### config.mk
export PLATFORM = sky130hd
export DESIGN_NAME = tcw_queue
export DESIGN_NICKNAME = d
export VERILOG_FILES = /design/src/rtl/core/tcw_pkg.sv /design/src/rtl/core/tcw_queue.sv
export SDC_FILE = /design/constraint.sdc
export NUM_CORES = 1
export LEC_CHECK = 0
export BUFFER_PORTS_ARGS = -buffer_cell sky130_fd_sc_hd__buf_2
export CAP_MARGIN = 20
export CORE_MARGIN = 2
export CORE_UTILIZATION = 54
export CTS_CLUSTER_DIAMETER = 30
export DETAILED_ROUTE_END_ITERATION = 6
export PLACE_DENSITY_LB_ADDON = 0.1
export SYNTH_ARGS = -nofsm -noshare
export SYNTH_HDL_FRONTEND = slang
export SYNTH_SLANG_ARGS = --single-unit
### constraint.sdc
create_clock -name i_clk -period 4.8 [get_ports i_clk]
set_clock_uncertainty 0.15 [all_clocks]
set_input_delay 0.72 -clock i_clk [delete_from_list [all_inputs] [get_ports i_clk]]
set_output_delay 0.72 -clock i_clk [all_outputs]
set_load 0.05 [all_outputs]
### src/rtl/core/tcw_pkg.sv
`default_nettype none
package tcw_pkg;

    localparam int KIND_W = 2;
    localparam int CHAR_W = 8;
    localparam int ROW_W  = 5;
    localparam int COL_W  = 7;
    localparam int CELL_W = 2 * CHAR_W;

    localparam logic [KIND_W-1:0] KIND_PUT   = 2'd0;
    localparam logic [KIND_W-1:0] KIND_READ  = 2'd1;
    localparam logic [KIND_W-1:0] KIND_CLEAR = 2'd2;

    localparam logic [CHAR_W-1:0] CH_NL       = 8'h0A;
    localparam logic [CHAR_W-1:0] CH_CR       = 8'h0D;
    localparam logic [CHAR_W-1:0] CH_BS       = 8'h08;
    localparam logic [CHAR_W-1:0] CH_ESC      = 8'h1B;
    localparam logic [CHAR_W-1:0] CH_TAB      = 8'h09;
    localparam logic [CHAR_W-1:0] CH_SPACE    = 8'h20;
    localparam logic [CHAR_W-1:0] RESET_COLOR = 8'h07;

    localparam int TAB_SHIFT = 3;

    localparam int Q_DEPTH = 2;
    localparam int Q_AW    = $clog2(Q_DEPTH);

    typedef enum logic [1:0] {
        OP_PUT   = 2'd0,
        OP_READ  = 2'd1,
        OP_CLEAR = 2'd2,
        OP_NOP   = 2'd3
    } t_op;

    typedef enum logic [2:0] {
        CC_PRINT = 3'd0,
        CC_NL    = 3'd1,
        CC_CR    = 3'd2,
        CC_BS    = 3'd3,
        CC_ESC   = 3'd4,
        CC_TAB   = 3'd5
    } t_cls;

    typedef struct packed {
        t_op               op;
        t_cls              cls;
        logic [CHAR_W-1:0] code;
        logic [ROW_W-1:0]  row;
        logic [COL_W-1:0]  col;
    } t_cmd;

endpackage
`default_nettype wire

### src/rtl/core/tcw_queue.sv
`default_nettype none
module tcw_queue (
    input  logic          i_clk,
    input  logic          i_rst_n,
    input  logic          i_push,
    input  tcw_pkg::t_cmd i_cmd,
    output logic          o_full,
    input  logic          i_pop,
    output logic          o_empty,
    output tcw_pkg::t_cmd o_cmd
);
    import tcw_pkg::*;

    t_cmd              r_slots [Q_DEPTH];
    logic [Q_AW-1:0]   r_wp;
    logic [Q_AW-1:0]   r_rp;
    logic [Q_AW:0]     r_cnt;

    assign o_full  = (r_cnt == (Q_AW + 1)'(Q_DEPTH));
    assign o_empty = (r_cnt == '0);
    assign o_cmd   = r_slots[r_rp];

    always_ff @(posedge i_clk) begin
        if (!i_rst_n) begin
            r_wp  <= '0;
            r_rp  <= '0;
            r_cnt <= '0;
        end else begin
            if (i_push) begin
                r_wp <= r_wp + 1'b1;
            end
            if (i_pop) begin
                r_rp <= r_rp + 1'b1;
            end
            case ({i_push, i_pop})
                2'b10:   r_cnt <= r_cnt + 1'b1;
                2'b01:   r_cnt <= r_cnt - 1'b1;
                default: r_cnt <= r_cnt;
            endcase
        end
    end

    always_ff @(posedge i_clk) begin
        if (i_push) begin
            r_slots[r_wp] <= i_cmd;
        end
    end

endmodule
`default_nettype wire

=== After elaboration in Yosys (flattened, before gate mapping) ===
Memories as Yosys holds them, arrays and structs flattened. A register that Yosys moved wholly into a read port is not among the register bits.
Index checks and enable logic that the tools add are counted.

* Flip-flop bits (word level): 4
* Latch bits: 0
* Memory bits (writable): 50
* ROM bits: 0
* Input port bits: 29
* Output and inout bits: 27
* Logic and storage cells: 18
* Memories kept: 1

* Add/sub/neg operators: 4
* Multipliers: 0
* Divide/modulo/power cells: 0
* $lt $le $gt $ge: 0
* Eq/ne operators: 3
* Shifts and indexed selects: 0
* Muxes and demuxes: 5
* Bitwise gates (word level): 0
* Reductions and logical operators: 2

{| class="wikitable"
|+ Memory list
! name !! words !! bits a word !! rd ports !! clocked after Yosys merged registers in !! wr ports !! line !! text
|-
| r_slots || 2 || 25 || 1 || 1 || 1 || tcw_queue.sv:14 || <nowiki>t_cmd r_slots [Q_DEPTH];</nowiki>
|}

{| class="wikitable"
|+ Operator list
! operator !! number
|-
| $eq 2x2->1 const B || 2
|-
| $mux 1 || 4
|-
| $pmux 2 s2 || 1
|-
| $add 1x1->1 const B || 2
|-
| $add 2x1->2 const B || 1
|-
| $eq 2x1->1 const B || 1
|-
| $logic_not 2->1 || 1
|-
| $reduce_bool 2->1 || 1
|-
| $sub 2x1->2 const B || 1
|}

=== Depth between registers and ports, before layout ===
* Word-level depth: 3
* Depth in mapped cells: 5
* Depth with buffers taken out: 5

=== Worst setup path before layout ===
No wires, ideal clock.

* Path kind: input port to flip-flop
* From: input port i_push
* To: memory r_slots[0][0] (netlist bit) (enable)
* Setup time: 0.409 ns
* Data arrival time: 1.862 ns
* Required time: 4.241 ns
* Slack: 2.379 ns
* Stages on the path: 2
* Buffers on the path: 0
* Cell sequence: inv_1 nor2_1

* Longest elaborated chain between the ends: 2

{| class="wikitable"
|+ RTL lines
! item !! line !! text
|-
| start: declaration || tcw_queue.sv:5 || <nowiki>input logic i_push,</nowiki>
|-
| $mux 1 || tcw_queue.sv:44 || <nowiki>if (i_push) begin</nowiki>
|-
| $mux 1 (implied by the code) || tcw_queue.sv:45 || <nowiki>r_slots[r_wp] <= i_cmd;</nowiki>
|-
| end: declaration || tcw_queue.sv:14 ||
|}

No other way between the ends.

==> out/results.ini <==
[run_status]
status=completed

[cts]
cts_max_level=2
tritoncts=yes
clock_sink_count=55
cts_resized=0
cts-root-buf=clkbuf_8
cts_inserted_buffers=5
clk_path_buf_depth=2
ctsHoldBuffers=0
clk_latency_ns=0.29
clk_pin_slew_ns=0.09
cts_setup_buffers=0

[pwr]
power.share.sequential=0.571
power_frac_comb=0.193
p_leak_nw=0.9436
switching_share=0.2740
vdd_drop_max_mv=0.2443
p_clk_frac=0.236
internal_power_w=0.0007147
power_density_nw_per_um2=396.8
p_sw_w=0.0002697

[route]
drtPass1Iterations=4
drtIter0Drc=42
wl_per_cell_um=14.52
routed_wl_um=3064
viasPerCell=4.948
drc=0
ant_nets=0
dr_total_vias=1044

[placement]
dpl_cell_area_um2=2372
gp_congestion=0.6006
hpwl_um=2026
io_buffers=55

[floorplanning]
core_um2=3633
row_count=22
initial_core_util=0.5544
die_w_um=65.08
num_io_pins=56
fp.dieH_um=65.08
die_area_um2=4235

[sta]
period_needed_ns=2.577
final.setup.tns_ns=0
slew_headroom=0.6824
max_slew.worst_pin.slew_ns=0.4757
finalSetupViolCount=0
slew_violations=0
rsz0062_at_grt=false
hold_viol_final=0
post-route-period-util=0.5369
fmax_mhz=388.0

[cells_and_area]
final_common_cell=buf_2
most-common-layout-cells=55 x buf_2, 50 x edfxtp_1, 25 x mux2_2
nets=192
drive_above_1_share=0.5583
nFillCells=272
antennaDiodeCount=0
fin_area_um2=2481
syn_to_final_growth_pct=23.17

[setup_path]
worst-endpoint-arrival_ns=1.71
worstRegToRegCells=2
crit_required_ns=3.93
crit_type=flip-flop to primary output
start_kind=flip-flop
end_kind=primary output
worstPathMaxFanout=18

[yosys]
synthCells=100
syn_area_um2=2014
yosys_warnings=0
ys_types=16
synth-seq-area-share=0.7950
syn_area_per_cell_um2=20.14
syn-num-nets=130
ys_seq_elements=55

[hold_path]
hp-class=flip-flop to flip-flop
whs_path_depth=2

[grt]
grtUsageMet2=0.2784
overflow=0
antenna_found_initial=0
grt_pass1_vias=1091
use_met3=0.06076
use_met1=0.1757
grt_max_degree=27
grt_first_pass_wirelength_um=4843
grt_busiest_layer=met2
grt_use_total=0.1584

[run]
cap_violations=0

## critical path, cell delays in order (launching register included)
cell     delay (ns)
dfxtp_1        0.62
buf_16         0.22
mux2_2         0.35
buf_2          0.21
## per-stage QoR
| stage | utilization | setup WS, ns | std cells | hold slack (ns) | power (W) |
|---|---|---|---|---|---|
| global placement | 0.6453 | 2.227 | 201 | 0.3269 | 0.0007520 |
| detailed placement | 0.6529 | 2.177 | 202 | 0.3478 | 0.0007596 |
| global route | 0.6829 | 2.122 | 211 | 0.4081 | 0.001029 |
| finish | 0.6829 | 2.223 | 211 | 0.3633 | 0.0009844 |
| floorplan | - | 2.379 | 100 | 0.3162 | 0.0007110 |
| CTS | 0.6753 | 1.844 | 210 | 0.3593 | 0.0009896 |
## kinds of logic after synthesis
kind of cell               Yosys count  synth area share
adders and majority gates            1          0.006210
and+or+nand+nor                      9           0.02671
xor gates and xnor gates             3           0.01305
buffers and inverters                4          0.009313
muxes                               25            0.1398
DFF                                 55            0.7950
AOI/OAI and AO/OA                    3          0.009938
## power groups by stage
stage,logic (W),clock network [W],registers (W)
after floorplan,0.000143,0,0.000568
after global placement,0.000175,0,0.000577
after detailed placement,0.000181,0,0.000578
after CTS,0.000182,0.000240,0.000567
after global routing,0.000200,0.000263,0.000565
final,0.000190,0.000232,0.000562
## worst paths after layout
check	endpoint	slack, ns	start
max	o_cmd[23]	2.22	flip-flop
min	r_cnt[1]	0.36	r_cnt[1]
max reg2reg	r_slots[1][23]	3.37	r_wp
min reg2reg	r_cnt[1]	0.36	r_cnt[1]
## sequential cells by signal, indices dropped and copies added (netlist names), named ones only
register and flops:
r_cnt 2, r_slots 50, r_wp 1, r_rp 1
## cells in the mapped netlist
cell type  instances  area [µm²]
edfxtp_1          50        1501
mux2_2            25       281.5
dfxtp_1            5       100.1
and2_1             4       25.02
buf_2              3       15.01
nor2_1             2       7.510
xnor2_1            2       17.52
a21boi_1           1       7.510
and2b_2            1       8.760
ha_1               1       12.51
inv_1              1       3.750
nor2b_1            1       6.260
o21a_1             1       7.510
o21ai_0            1       5.000
or3_1              1       6.260
xor2_1             1       8.760
## final cells by class
cell class / count / area [µm²] / area share
clock buffer: 7 / 76.32 / 0.03076
clock inverter: 1 / 5.005 / 0.002017
inverter: 1 / 3.754 / 0.001513
multi-input combinational: 41 / 396.6 / 0.1599
sequential: 55 / 1602 / 0.6455
tap: 48 / 60.06 / 0.02421
timing repair buffer: 58 / 337.8 / 0.1362
## routing by layer
layer	share of wire	vias to the layer above
met4	0.0055	0
met5	0	-
li1	-	501
met1	0.40	507
met2	0.52	34
met3	0.076	2
Power figures use the tool's default switching activity.
