**src/rtl/core/tcw_pkg.sv**
```systemverilog
`default_nettype none
package tcw_pkg;

    localparam int KIND_W = 2;
    localparam int CHAR_W = 8;
    localparam int ROW_W  = 5;
    localparam int COL_W  = 7;
    localparam int CELL_W = 2 * CHAR_W;

    localparam logic [KIND_W-1:0] KIND_PUT   = 2'd0;
    localparam logic [KIND_W-1:0] KIND_READ  = 2'd1;
    localparam logic [KIND_W-1:0] KIND_CLEAR = 2'd2;

    localparam logic [CHAR_W-1:0] CH_NL       = 8'h0A;
    localparam logic [CHAR_W-1:0] CH_CR       = 8'h0D;
    localparam logic [CHAR_W-1:0] CH_BS       = 8'h08;
    localparam logic [CHAR_W-1:0] CH_ESC      = 8'h1B;
    localparam logic [CHAR_W-1:0] CH_TAB      = 8'h09;
    localparam logic [CHAR_W-1:0] CH_SPACE    = 8'h20;
    localparam logic [CHAR_W-1:0] RESET_COLOR = 8'h07;

    localparam int TAB_SHIFT = 3;

    localparam int Q_DEPTH = 2;
    localparam int Q_AW    = $clog2(Q_DEPTH);

    typedef enum logic [1:0] {
        OP_PUT   = 2'd0,
        OP_READ  = 2'd1,
        OP_CLEAR = 2'd2,
        OP_NOP   = 2'd3
    } t_op;

    typedef enum logic [2:0] {
        CC_PRINT = 3'd0,
        CC_NL    = 3'd1,
        CC_CR    = 3'd2,
        CC_BS    = 3'd3,
        CC_ESC   = 3'd4,
        CC_TAB   = 3'd5
    } t_cls;

    typedef struct packed {
        t_op               op;
        t_cls              cls;
        logic [CHAR_W-1:0] code;
        logic [ROW_W-1:0]  row;
        logic [COL_W-1:0]  col;
    } t_cmd;

endpackage
`default_nettype wire

```
**src/rtl/core/tcw_front.sv**
```systemverilog
`default_nettype none
module tcw_front #(
    parameter int COLS = 80,
    parameter int ROWS = 25
) (
    input  logic                      i_valid,
    output logic                      o_stall,
    input  logic [tcw_pkg::KIND_W-1:0] i_kind,
    input  logic [tcw_pkg::CHAR_W-1:0] i_char_code,
    input  logic [tcw_pkg::ROW_W-1:0]  i_read_row,
    input  logic [tcw_pkg::COL_W-1:0]  i_read_col,
    input  logic                      i_q_full,
    output logic                      o_push,
    output tcw_pkg::t_cmd             o_cmd
);
    import tcw_pkg::*;

    logic w_in_range;

    assign w_in_range = (i_read_row < ROW_W'(ROWS)) &&
                        ({1'b0, i_read_col} < (COL_W + 1)'(COLS));

    always_comb begin
        o_cmd.code = i_char_code;
        o_cmd.row  = i_read_row;
        o_cmd.col  = i_read_col;
        case (i_kind)
            KIND_PUT:   o_cmd.op = OP_PUT;
            KIND_READ:  o_cmd.op = w_in_range ? OP_READ : OP_NOP;
            KIND_CLEAR: o_cmd.op = OP_CLEAR;
            default:    o_cmd.op = OP_NOP;
        endcase
        case (i_char_code)
            CH_NL:   o_cmd.cls = CC_NL;
            CH_CR:   o_cmd.cls = CC_CR;
            CH_BS:   o_cmd.cls = CC_BS;
            CH_ESC:  o_cmd.cls = CC_ESC;
            CH_TAB:  o_cmd.cls = CC_TAB;
            default: o_cmd.cls = CC_PRINT;
        endcase
    end

    assign o_stall = i_q_full;
    assign o_push  = i_valid && !i_q_full;

endmodule
`default_nettype wire

```
**config.mk**
```make
export PLATFORM = sky130hd
export DESIGN_NAME = tcw_front
export DESIGN_NICKNAME = d
export VERILOG_FILES = /design/src/rtl/core/tcw_pkg.sv /design/src/rtl/core/tcw_front.sv
export SDC_FILE = /design/constraint.sdc
export NUM_CORES = 1
export LEC_CHECK = 0
export ABC_AREA = 1
export ABC_CLOCK_PERIOD_IN_PS = 800
export BUFFER_PORTS_ARGS = -buffer_cell sky130_fd_sc_hd__buf_2
export CAP_MARGIN = 25
export CELL_PAD_IN_SITES_DETAIL_PLACEMENT = 1
export CELL_PAD_IN_SITES_GLOBAL_PLACEMENT = 1
export CORE_MARGIN = 2
export CORE_UTILIZATION = 14
export DETAILED_ROUTE_END_ITERATION = 16
export PLACE_DENSITY = 0.82
export SLEW_MARGIN = 20
export SYNTH_ARGS = -nofsm -noshare
export SYNTH_HDL_FRONTEND = slang
export SYNTH_SLANG_ARGS = --single-unit
```
**constraint.sdc**
```tcl
create_clock -name vclk -period 0.8
set_input_delay 0.12 -clock vclk [all_inputs]
set_output_delay 0.12 -clock vclk [all_outputs]
set_load 0.01 [all_outputs]
```
# Yosys cells after proc, flatten, opt, wreduce, memory -nomap -nowiden
# Cells that the tools add are included.
word_totals:
  output_inout_bits: 27
  register_bits: 0
  word_cells: 16
  inputBits: 24
op_classes:
  reduce_logical: 4
  n_eq_ne: 7
  n_lt_le_gt_ge: 2
  n_mux: 3
ops:
  columns: ["cell", "n"]
  rows:
  - ["$eq A8 B4 Y1 const B", 4]
  - ["$pmux W3 S5", 1]
  - ["$eq A8 B5 Y1 const B", 1]
  - ["$lt A7 B7 Y1 const B", 1]
  - ["$pmux W2 S3", 1]
  - ["$lt A5 B5 Y1 const B", 1]
  - ["$eq A2 B1 Y1 const B", 1]
  - ["$eq A2 B2 Y1 const B", 1]
  - ["$logic_and A1 B1 Y1", 2]
  - ["$logic_not A2 Y1", 1]
  - ["$mux W2", 1]
  - ["$logic_not A1 Y1", 1]

# Logic depth before layout (Yosys ltp)
# Gate-level depths: netlist of run 1.
depth:
  ltp_word: 4
  mapped_depth: 6
  ltp_nobuf: 6

# Worst setup path after synthesis of run 1
# OpenSTA, ideal clock, no wires.
synth_path:
  path_kind: "input to output"
  from: "input port i_char_code[5] in the netlist's numbering"
  to: "output port o_cmd[21] in the netlist's numbering"
  slack_ns: 0.127
  path_buffers: 0
  required_time_ns: 0.680
  cell_stages: 5
  arrival_time_ns: 0.553
  cell_sequence: "nor2_1 -> nand2_2 -> inv_2 -> nand2_1 -> nor2_1"
synth_rtl:
  columns: ["item", "line_no", "source"]
  rows:
  - ["start, declared", "tcw_front.sv:9", "input logic [tcw_pkg::CHAR_W-1:0] i_char_code,"]
  - ["end, declared", "tcw_front.sv:14", "output tcw_pkg::t_cmd o_cmd"]

==> results of run 1 <==
## worst max path at each step
stage / cells past startpoint / to / start / slack, ns
after floorplan: 5 / o_cmd[21] / i_char_code[5] / 0.13
after CTS: 7 / o_cmd[22] / i_char_code[6] / -0.03
final: 7 / o_cmd[22] / i_char_code[6] / -0.04
after global routing: 7 / o_cmd[22] / i_char_code[6] / -0.1
after detailed placement: 7 / o_cmd[22] / i_char_code[5] / -0.1
after global placement: 7 / o_cmd[22] / i_char_code[7] / -0.08
## cell families after synthesis
logic type / after synthesis / share of synthesized area
compound gates: 1 / 0.0162
simple gates: 22 / 0.333
xor+xnor: 1 / 0.0285
buf+inv: 30 / 0.622
## stage by stage
step           utilization  worst slack [ns]
2_1_floorplan            -             0.127
5_1_grt              0.244           -0.0966
3_5_place_dp         0.199           -0.0995
4_1_cts              0.238           -0.0349
3_3_place_gp         0.199           -0.0838
6_report             0.244           -0.0394
## cells in the final DEF (no fill, tap or decap)
cell                       count
sky130_fd_sc_hd__buf_2        35
sky130_fd_sc_hd__nand2_1       9
sky130_fd_sc_hd__inv_1         6
sky130_fd_sc_hd__buf_6         5
sky130_fd_sc_hd__nand2_2       3
sky130_fd_sc_hd__nor2_4        3
sky130_fd_sc_hd__nor2_1        3
sky130_fd_sc_hd__buf_4         3
sky130_fd_sc_hd__buf_8         2
sky130_fd_sc_hd__inv_4         1
sky130_fd_sc_hd__nor2_2        1
sky130_fd_sc_hd__nand4_1       1
sky130_fd_sc_hd__inv_2         1
sky130_fd_sc_hd__nand3b_1      1
sky130_fd_sc_hd__xor2_1        1
sky130_fd_sc_hd__nor3b_2       1
sky130_fd_sc_hd__o21ai_0       1
## per-layer routing
metal | routed length [µm] | part of all wire | track usage
met1 | 297 | 0.32 | 0.0656
met2 | 533 | 0.57 | 0.164
met3 | 103 | 0.11 | 0.00585
met4 | 0 | 0 | 0.00450
met5 | 0 | 0 | 0
## worst max-delay path: stages
cell and delay (ns):
sky130_fd_sc_hd__buf_8 0.10, sky130_fd_sc_hd__nor2_4 0.11, sky130_fd_sc_hd__nand2_2 0.08, sky130_fd_sc_hd__inv_2 0.05, sky130_fd_sc_hd__nand3b_1 0.07, sky130_fd_sc_hd__nand2_1 0.06
sky130_fd_sc_hd__buf_2 0.13
## power by group
group          internal [W]  leakage [nW]  switching (W)  total (W)
clock                     0             0              0          0
combinational      0.000127         0.305       0.000112   0.000239
sequential                0             0              0          0
total              0.000127         0.305       0.000112   0.000239
## area by class of cell
| type | count | area, µm² |
|---|---|---|
| Timing Repair Buffer | 45 | 284 |
| Multi-Input combinational cell | 24 | 144 |
| Tap cell | 27 | 33.8 |
| Fill cell | 273 | 1530 |
| Inverter | 8 | 32.5 |
## what timing repair did
item	CTS	global route
endpoints found under the hold margin	0	0
endpoints found under the setup margin	4	4
setup buffers	1	0
hold buffers	0	0
pin swaps	12	7
gates resized for setup	17	4
==> metrics.yaml, run 1 <==
numPortBuffers: 43
dp_cells: 103
avgViaCountPerCell: 3.58
violations: "setup timing"
number_of_antenna_violations_at_the_first_check_in_global_routing: 0
max_freq_ghz: 1.19
yosys.cell_types.count: 13
detail_route.wl_per_cell_um: 8.98
setup_viol: 3
crit_required_ns: 0.68
grt_start_max_net_pins: 5
final_cell_count_no_fill: 104
report.final.slew_viol_count: 0
hold_path_end: "o_cmd[2]"
dpl_wire_length_um: 832
boundaryPins: 51
status: "finished, violations left"
die_w_um: 50.9
slew_at_the_pin_closest_to_its_max_slew_limit_ns: 0.141
core_area_um2: 2020
syn_area_um2: 308
drt_pass1_iterations: 2
start_util: 0.152
total_power_w: 0.000239
synth.most_common_cell: "sky130_fd_sc_hd__buf_4"
synth-seq-area-share: 0
worst_slew_margin_rel: 0.905
netlist.top_cell.by_area: "sky130_fd_sc_hd__buf_4"
syn-instance-count: 54
route.detailed.drc: 0
die_height_um: 50.9
synth_top_cells_by_area: "sky130_fd_sc_hd__buf_4, sky130_fd_sc_hd__nand2_1, sky130_fd_sc_hd__inv_1, sky130_fd_sc_hd__nor2_1, sky130_fd_sc_hd__nor3b_2"
design.final.nets: 103
totalNegativeSetupSlack_ns: -0.0769
placed_cell_area_um2: 403
n_clock_buffer: 0
synth_fp_nets: 78
total_inserted_antenna_cells: 0
die_area_um2: 2590
finalHoldWorstSlack_ns: 0.240
maxCapViolCount: 0
synthToLayoutAreaGrowth_pct: 60.6
detail_route.iter0.violations: 1
endpoint_kind: "primary output"
critical_path_peak_fanout: 2
synth.avg_cell_area_um2: 5.70
proportion_of_netlist_area_held_by_the_largest_area_contributor: 0.512
setup_slack_ns: -0.0394
gr-total-overflow: 0
route.antenna.remaining_nets: 0
finalCritPeriodShare: 1.05
power_density_nw_per_um2: 484
grt_use_total: 0.0707
synthesis.yosys.warnings: 0
grt_first_pass_wirelength_mm: 1.49
final-hold-violation-count: 0
fp-row-count: 16
post_synth_most_frequent_cells: "sky130_fd_sc_hd__buf_4, sky130_fd_sc_hd__nand2_1, sky130_fd_sc_hd__inv_1"
via_count: 372
layout-drive-gt1-share: 0.714
hp-start: "i_read_col[2]"
worstSetupPathType: "in2out"
ff_latch_area_um2: 0
vdd_drop_max_uv: 105
grt_pass1_vias: 362
worst_ep_arrival_time_ns: 0.72
design.seq.count: 0
holdCritPathClass: "in2out"
p_leak_nw: 0.305
design_area_um2: 494
route.final.wire_length_um: 934
finalWorstPathRequiredPeriod_ns: 0.839
place.gp.congestion: 0.670
grt_setup_unrepaired: "true"
crit_path_start_kind: "primary input"
holdPathStages: 0
Power figures use the tool's default switching activity.
==> run 2, diff against run 1 <==
==> constraint.sdc (replaced) <==
create_clock -name vclk -period 0.8
set_input_delay 0.08 -clock vclk [all_inputs]
set_output_delay 0.08 -clock vclk [all_outputs]
set_load 0.01 [all_outputs]
==> run 2 against run 1 <==
  * The flow now finishes without violations
  * Design area shrank 3.8%
  * Combinational power shrank 4%
  * Non-clock buffer count shrank 1
  * Power shrank 4.2%
  * Die area is the same
  * Setup slack gained 0.081 ns
  * Global-route usage shrank 0.74 points
  * Critical path depth is the same
  * Routed wire length shrank 1.1%
  * First-iteration DRC count is the same
  * Via count shrank 3.0%
  * Largest power group unchanged
==> metrics.yaml, run 2 (synthesized netlist as in run 1, its figures left out) <==
worst_slew_margin_rel: 0.904
report.final.slew_viol_count: 0
worstSetupPathType: "in2out"
via_count: 361
dp_cells: 103
layout-drive-gt1-share: 0.737
critical_path_peak_fanout: 2
finalCritPeriodShare: 0.948
crit_required_ns: 0.72
power.share.sequential: 0
final-hold-violation-count: 0
drt_pass1_iterations: 2
p_leak_nw: 0.294
finalWorstPathRequiredPeriod_ns: 0.759
synthToLayoutAreaGrowth_pct: 54.5
design.final.nets: 102
detail_route.wl_per_cell_um: 8.97
ff_latch_area_um2: 0
swShare: 0.489
power_report.internal_total_w: 0.000117
status: "completed"
grt_first_pass_wirelength_mm: 1.35
grt_pass1_vias: 337
crit_path_start_kind: "primary input"
total_inserted_antenna_cells: 0
setup_viol: 0
route.detailed.drc: 0
cts-hold-fix-buffers: 0
crit_start: "i_char_code[6]"
numPortBuffers: 43
hp-start: "i_read_col[2]"
power.combinational.fraction: 1.000
grt_setup_unrepaired: "true"
worst_ep_arrival_time_ns: 0.68
final_cell_mix: "sky130_fd_sc_hd__buf_2, sky130_fd_sc_hd__nand2_1, sky130_fd_sc_hd__inv_1, sky130_fd_sc_hd__buf_6, sky130_fd_sc_hd__nand2_2"
endpoint_kind: "primary output"
number_of_antenna_violations_at_the_first_check_in_global_routing: 0
placed_cell_area_um2: 403
totalNegativeSetupSlack_ns: 0
route.antenna.remaining_nets: 0
gr-total-overflow: 0
power_frac_clock: 0
power_density_nw_per_um2: 482
setup_slack_ns: 0.0414
design.seq.count: 0
avgViaCountPerCell: 3.50
dpl_wire_length_um: 832
slew_at_the_pin_closest_to_its_max_slew_limit_ns: 0.143
die_height_um: 50.9
n_clock_buffer: 0
grt_use_total: 0.0633
fp-row-count: 16
final_cell_count_no_fill: 103
die_w_um: 50.9
place.gp.congestion: 0.670
switchingPower_w: 0.000112
route.final.wire_length_um: 924
core_area_um2: 2020
holdCritPathClass: "in2out"
vdd_drop_max_uv: 115
die_area_um2: 2590
maxCapViolCount: 0
worst_slack_at_placement_ns: -0.0195
grt_start_max_net_pins: 5
start_util: 0.152
post-cts-setup-buffer-count: 0
detail_route.iter0.violations: 1
boundaryPins: 51
design_area_um2: 475
total_power_w: 0.000229
final_common_cell: "sky130_fd_sc_hd__buf_2"
max_freq_ghz: 1.32
run 2: final timing paths:
path	end	slack, ns	cells after the start
setup / recovery	o_cmd[22]	0.04	7
hold / removal	o_cmd[2]	0.16	0
run 2: repair_timing:
item                       CTS  global route
resized for setup            5            17
gates cloned                 0             0
setup endpoints to repair    2             3
pin swaps                    2            12
run 2: final cells by class:
cell class,instances,area (µm²)
Inverter,8,30.0
Fill cell,277,1550
Timing Repair Buffer,44,263
Multi-Input combinational cell,24,149
Tap cell,27,33.8
run 2: power groups by stage:
stage	logic, W	clock network (W)	registers (W)
after global placement	0.000185	0	0
after floorplan	0.000152	0	0
after global routing	0.000251	0	0
after CTS	0.000201	0	0
final	0.000229	0	0
after detailed placement	0.000193	0	0
run 2: layer usage:
| layer | part of all wire | wire, µm | GRT usage | up-vias |
|---|---|---|---|---|
| li1 | - | - | - | 183 |
| met1 | 0.33 | 302 | 0.0674 | 155 |
| met2 | 0.56 | 519 | 0.138 | 23 |
| met3 | 0.11 | 102 | 0.00292 | 0 |
| met4 | 0 | 0 | 0.00450 | 0 |
| met5 | 0 | 0 | 0 | - |
run 2: metrics by stage:
stage                     hold slack [ns]   util
after floorplan                     0.208      -
after global routing                0.160  0.235
after detailed placement            0.160  0.199
after CTS                           0.160  0.205
final                               0.160  0.235
after global placement              0.160  0.199
run 2: worst max-delay path: stages:
cell	delay [ns]
sky130_fd_sc_hd__buf_6	0.10
sky130_fd_sc_hd__nor2_4	0.10
sky130_fd_sc_hd__nand2_2	0.07
sky130_fd_sc_hd__inv_2	0.06
sky130_fd_sc_hd__nand3b_1	0.08
sky130_fd_sc_hd__nand2_1	0.07
sky130_fd_sc_hd__buf_2	0.12
==> run 3, diff against run 2 <==
Settings changed: BUFFER_PORTS_ARGS -buffer_cell sky130_fd_sc_hd__buf_2 to unset, CORE_AREA set to 2 2 39 41, CORE_MARGIN 2 to unset, CORE_UTILIZATION 14 to unset, DIE_AREA set to 0 0 41 43, DONT_BUFFER_PORTS set to 1, PLACE_DENSITY 0.82 to 0.62.
==> run 3 against run 2 <==
  * Largest cell class is now multi-input gates
  * Hold slack unchanged
  * Die area decreased by 32%
  * Non-clock buffer count decreased by 44
  * First-iteration DRC count increased to 3.0 times the previous value
  * Sequential cell count unchanged
  * Core utilization decreased by 11 points
  * Sequential share of layout area unchanged
  * Maximum frequency increased by 19%
  * Via count decreased by 42%
  * Power decreased by 80%
  * Clock-buffer cell count unchanged
==> metrics.yaml, run 3 (synthesized netlist as in run 1, its figures left out) <==
synthToLayoutAreaGrowth_pct: -45.9
endpoint_kind: "primary output"
numPortBuffers: 0
holdCritPathClass: "in2out"
detail_route.iter0.violations: 3
design.seq.count: 0
max_freq_ghz: 1.56
worst_slew_margin_rel: 0.845
gr-usage-met3: 0.0262
p_leak_nw: 0.0998
final_common_cell: "sky130_fd_sc_hd__nand2_1"
drt_pass1_iterations: 2
route.antenna.remaining_nets: 0
crit_required_ns: 0.72
crit_start: "i_char_code[5]"
slew_at_the_pin_closest_to_its_max_slew_limit_ns: 0.231
path_cells: "nor2_1 > nand2_2 > inv_2 > nand2_1 > nor2_1"
via_count: 208
core_area_um2: 1380
dpl_wire_length_um: 472
utilization: 0.120
totalNegativeSetupSlack_ns: 0
critical_path.n_buffers_inverters: 1
start_util: 0.222
route.detailed.drc: 0
die_area_um2: 1760
gr_util_met1: 0.0475
crit_path_start_kind: "primary input"
final_cell_mix: "sky130_fd_sc_hd__nand2_1, sky130_fd_sc_hd__inv_1, sky130_fd_sc_hd__nor2_1"
status: "completed"
gr-total-overflow: 0
worstSetupPathType: "in2out"
grt_first_pass_wirelength_um: 690
path_common_cell: "sky130_fd_sc_hd__nor2_1"
grt_busiest_layer: "met2"
route.final.wire_length_um: 492
finalWorstPathRequiredPeriod_ns: 0.640
design.final.nets: 58
die_height_um: 43
boundaryPins: 51
grt_use_total: 0.0529
die_w_um: 41
holdPathStages: 0
layout-drive-gt1-share: 0.125
finalCritPeriodShare: 0.800
cts_resized: 0
vdd_drop_max_uv: 47.8
post-cts-setup-buffer-count: 0
final-hold-violation-count: 0
power_density_nw_per_um2: 270
grt_pass1_vias: 163
grt_start_max_net_pins: 5
place.gp.congestion: 0.612
number_of_antenna_violations_at_the_first_check_in_global_routing: 0
avgViaCountPerCell: 4.33
detail_route.wl_per_cell_um: 10.3
report.final.slew_viol_count: 0
maxCapViolCount: 0
crit_path_top_delay_cell: "sky130_fd_sc_hd__nor2_1"
cts-hold-fix-buffers: 0
ff_latch_area_um2: 0
hp-start: "i_read_col[3]"
setup_viol: 0
grtUsageMet2: 0.0969
worst_ep_arrival_time_ns: 0.56
total_inserted_antenna_cells: 0
n_clock_buffer: 0
critical_path_peak_fanout: 3
fp-row-count: 14
grt_setup_unrepaired: "false"
hold_path_end: "o_cmd[3]"
dominant_delay_contributor_by_cell_family_on_the_critical_path: "simple AND/OR/NAND/NOR gates"
critPathMaxStageDelay_ns: 0.18
-- run 3: changes by cell type in the layout (fill, tap and decap cells not counted), sizes merged --
| cell | change |
|---|---|
| buf | -44 |
-- run 3: layer usage --
metal  part of all wire  vias up
met4                  0        0
met3               0.18        0
met1               0.28       93
li1                   -       93
met2               0.53       22
met5                  0        -
-- run 3: worst max-delay path by stage --
stage | slack [ns] | endpoint | cells past startpoint
3_3_place_gp | 0.12 | o_cmd[21] | 5
6_report | 0.16 | o_cmd[21] | 5
3_5_place_dp | 0.14 | o_cmd[21] | 5
2_1_floorplan | 0.21 | o_cmd[21] | 5
4_1_cts | 0.14 | o_cmd[21] | 5
5_1_grt | 0.09 | o_cmd[21] | 5
-- run 3: cell type report --
type / count / area [µm²]
inverters: 8 / 30.0
fillers: 176 / 1220
well taps: 16 / 20.0
multi-input cells: 24 / 116
-- run 3: power breakdown --
part | internal, W | switching, W | total, W
registers | 0 | 0 | 0
clock network | 0 | 0 | 0
logic | 0.0000184 | 0.0000265 | 0.0000449
total | 0.0000184 | 0.0000265 | 0.0000449
-- run 3: per-stage QoR --
stage	instance area [µm²]	setup slack (ns)	hold WS, ns	power [W]	std cells
after global placement	166	0.117	0.160	0.0000466	48
after detailed placement	166	0.143	0.160	0.0000469	48
final	166	0.160	0.160	0.0000449	48
after global routing	166	0.0885	0.160	0.0000540	48
after floorplan	308	0.207	0.208	0.000152	54
after CTS	166	0.140	0.160	0.0000470	48
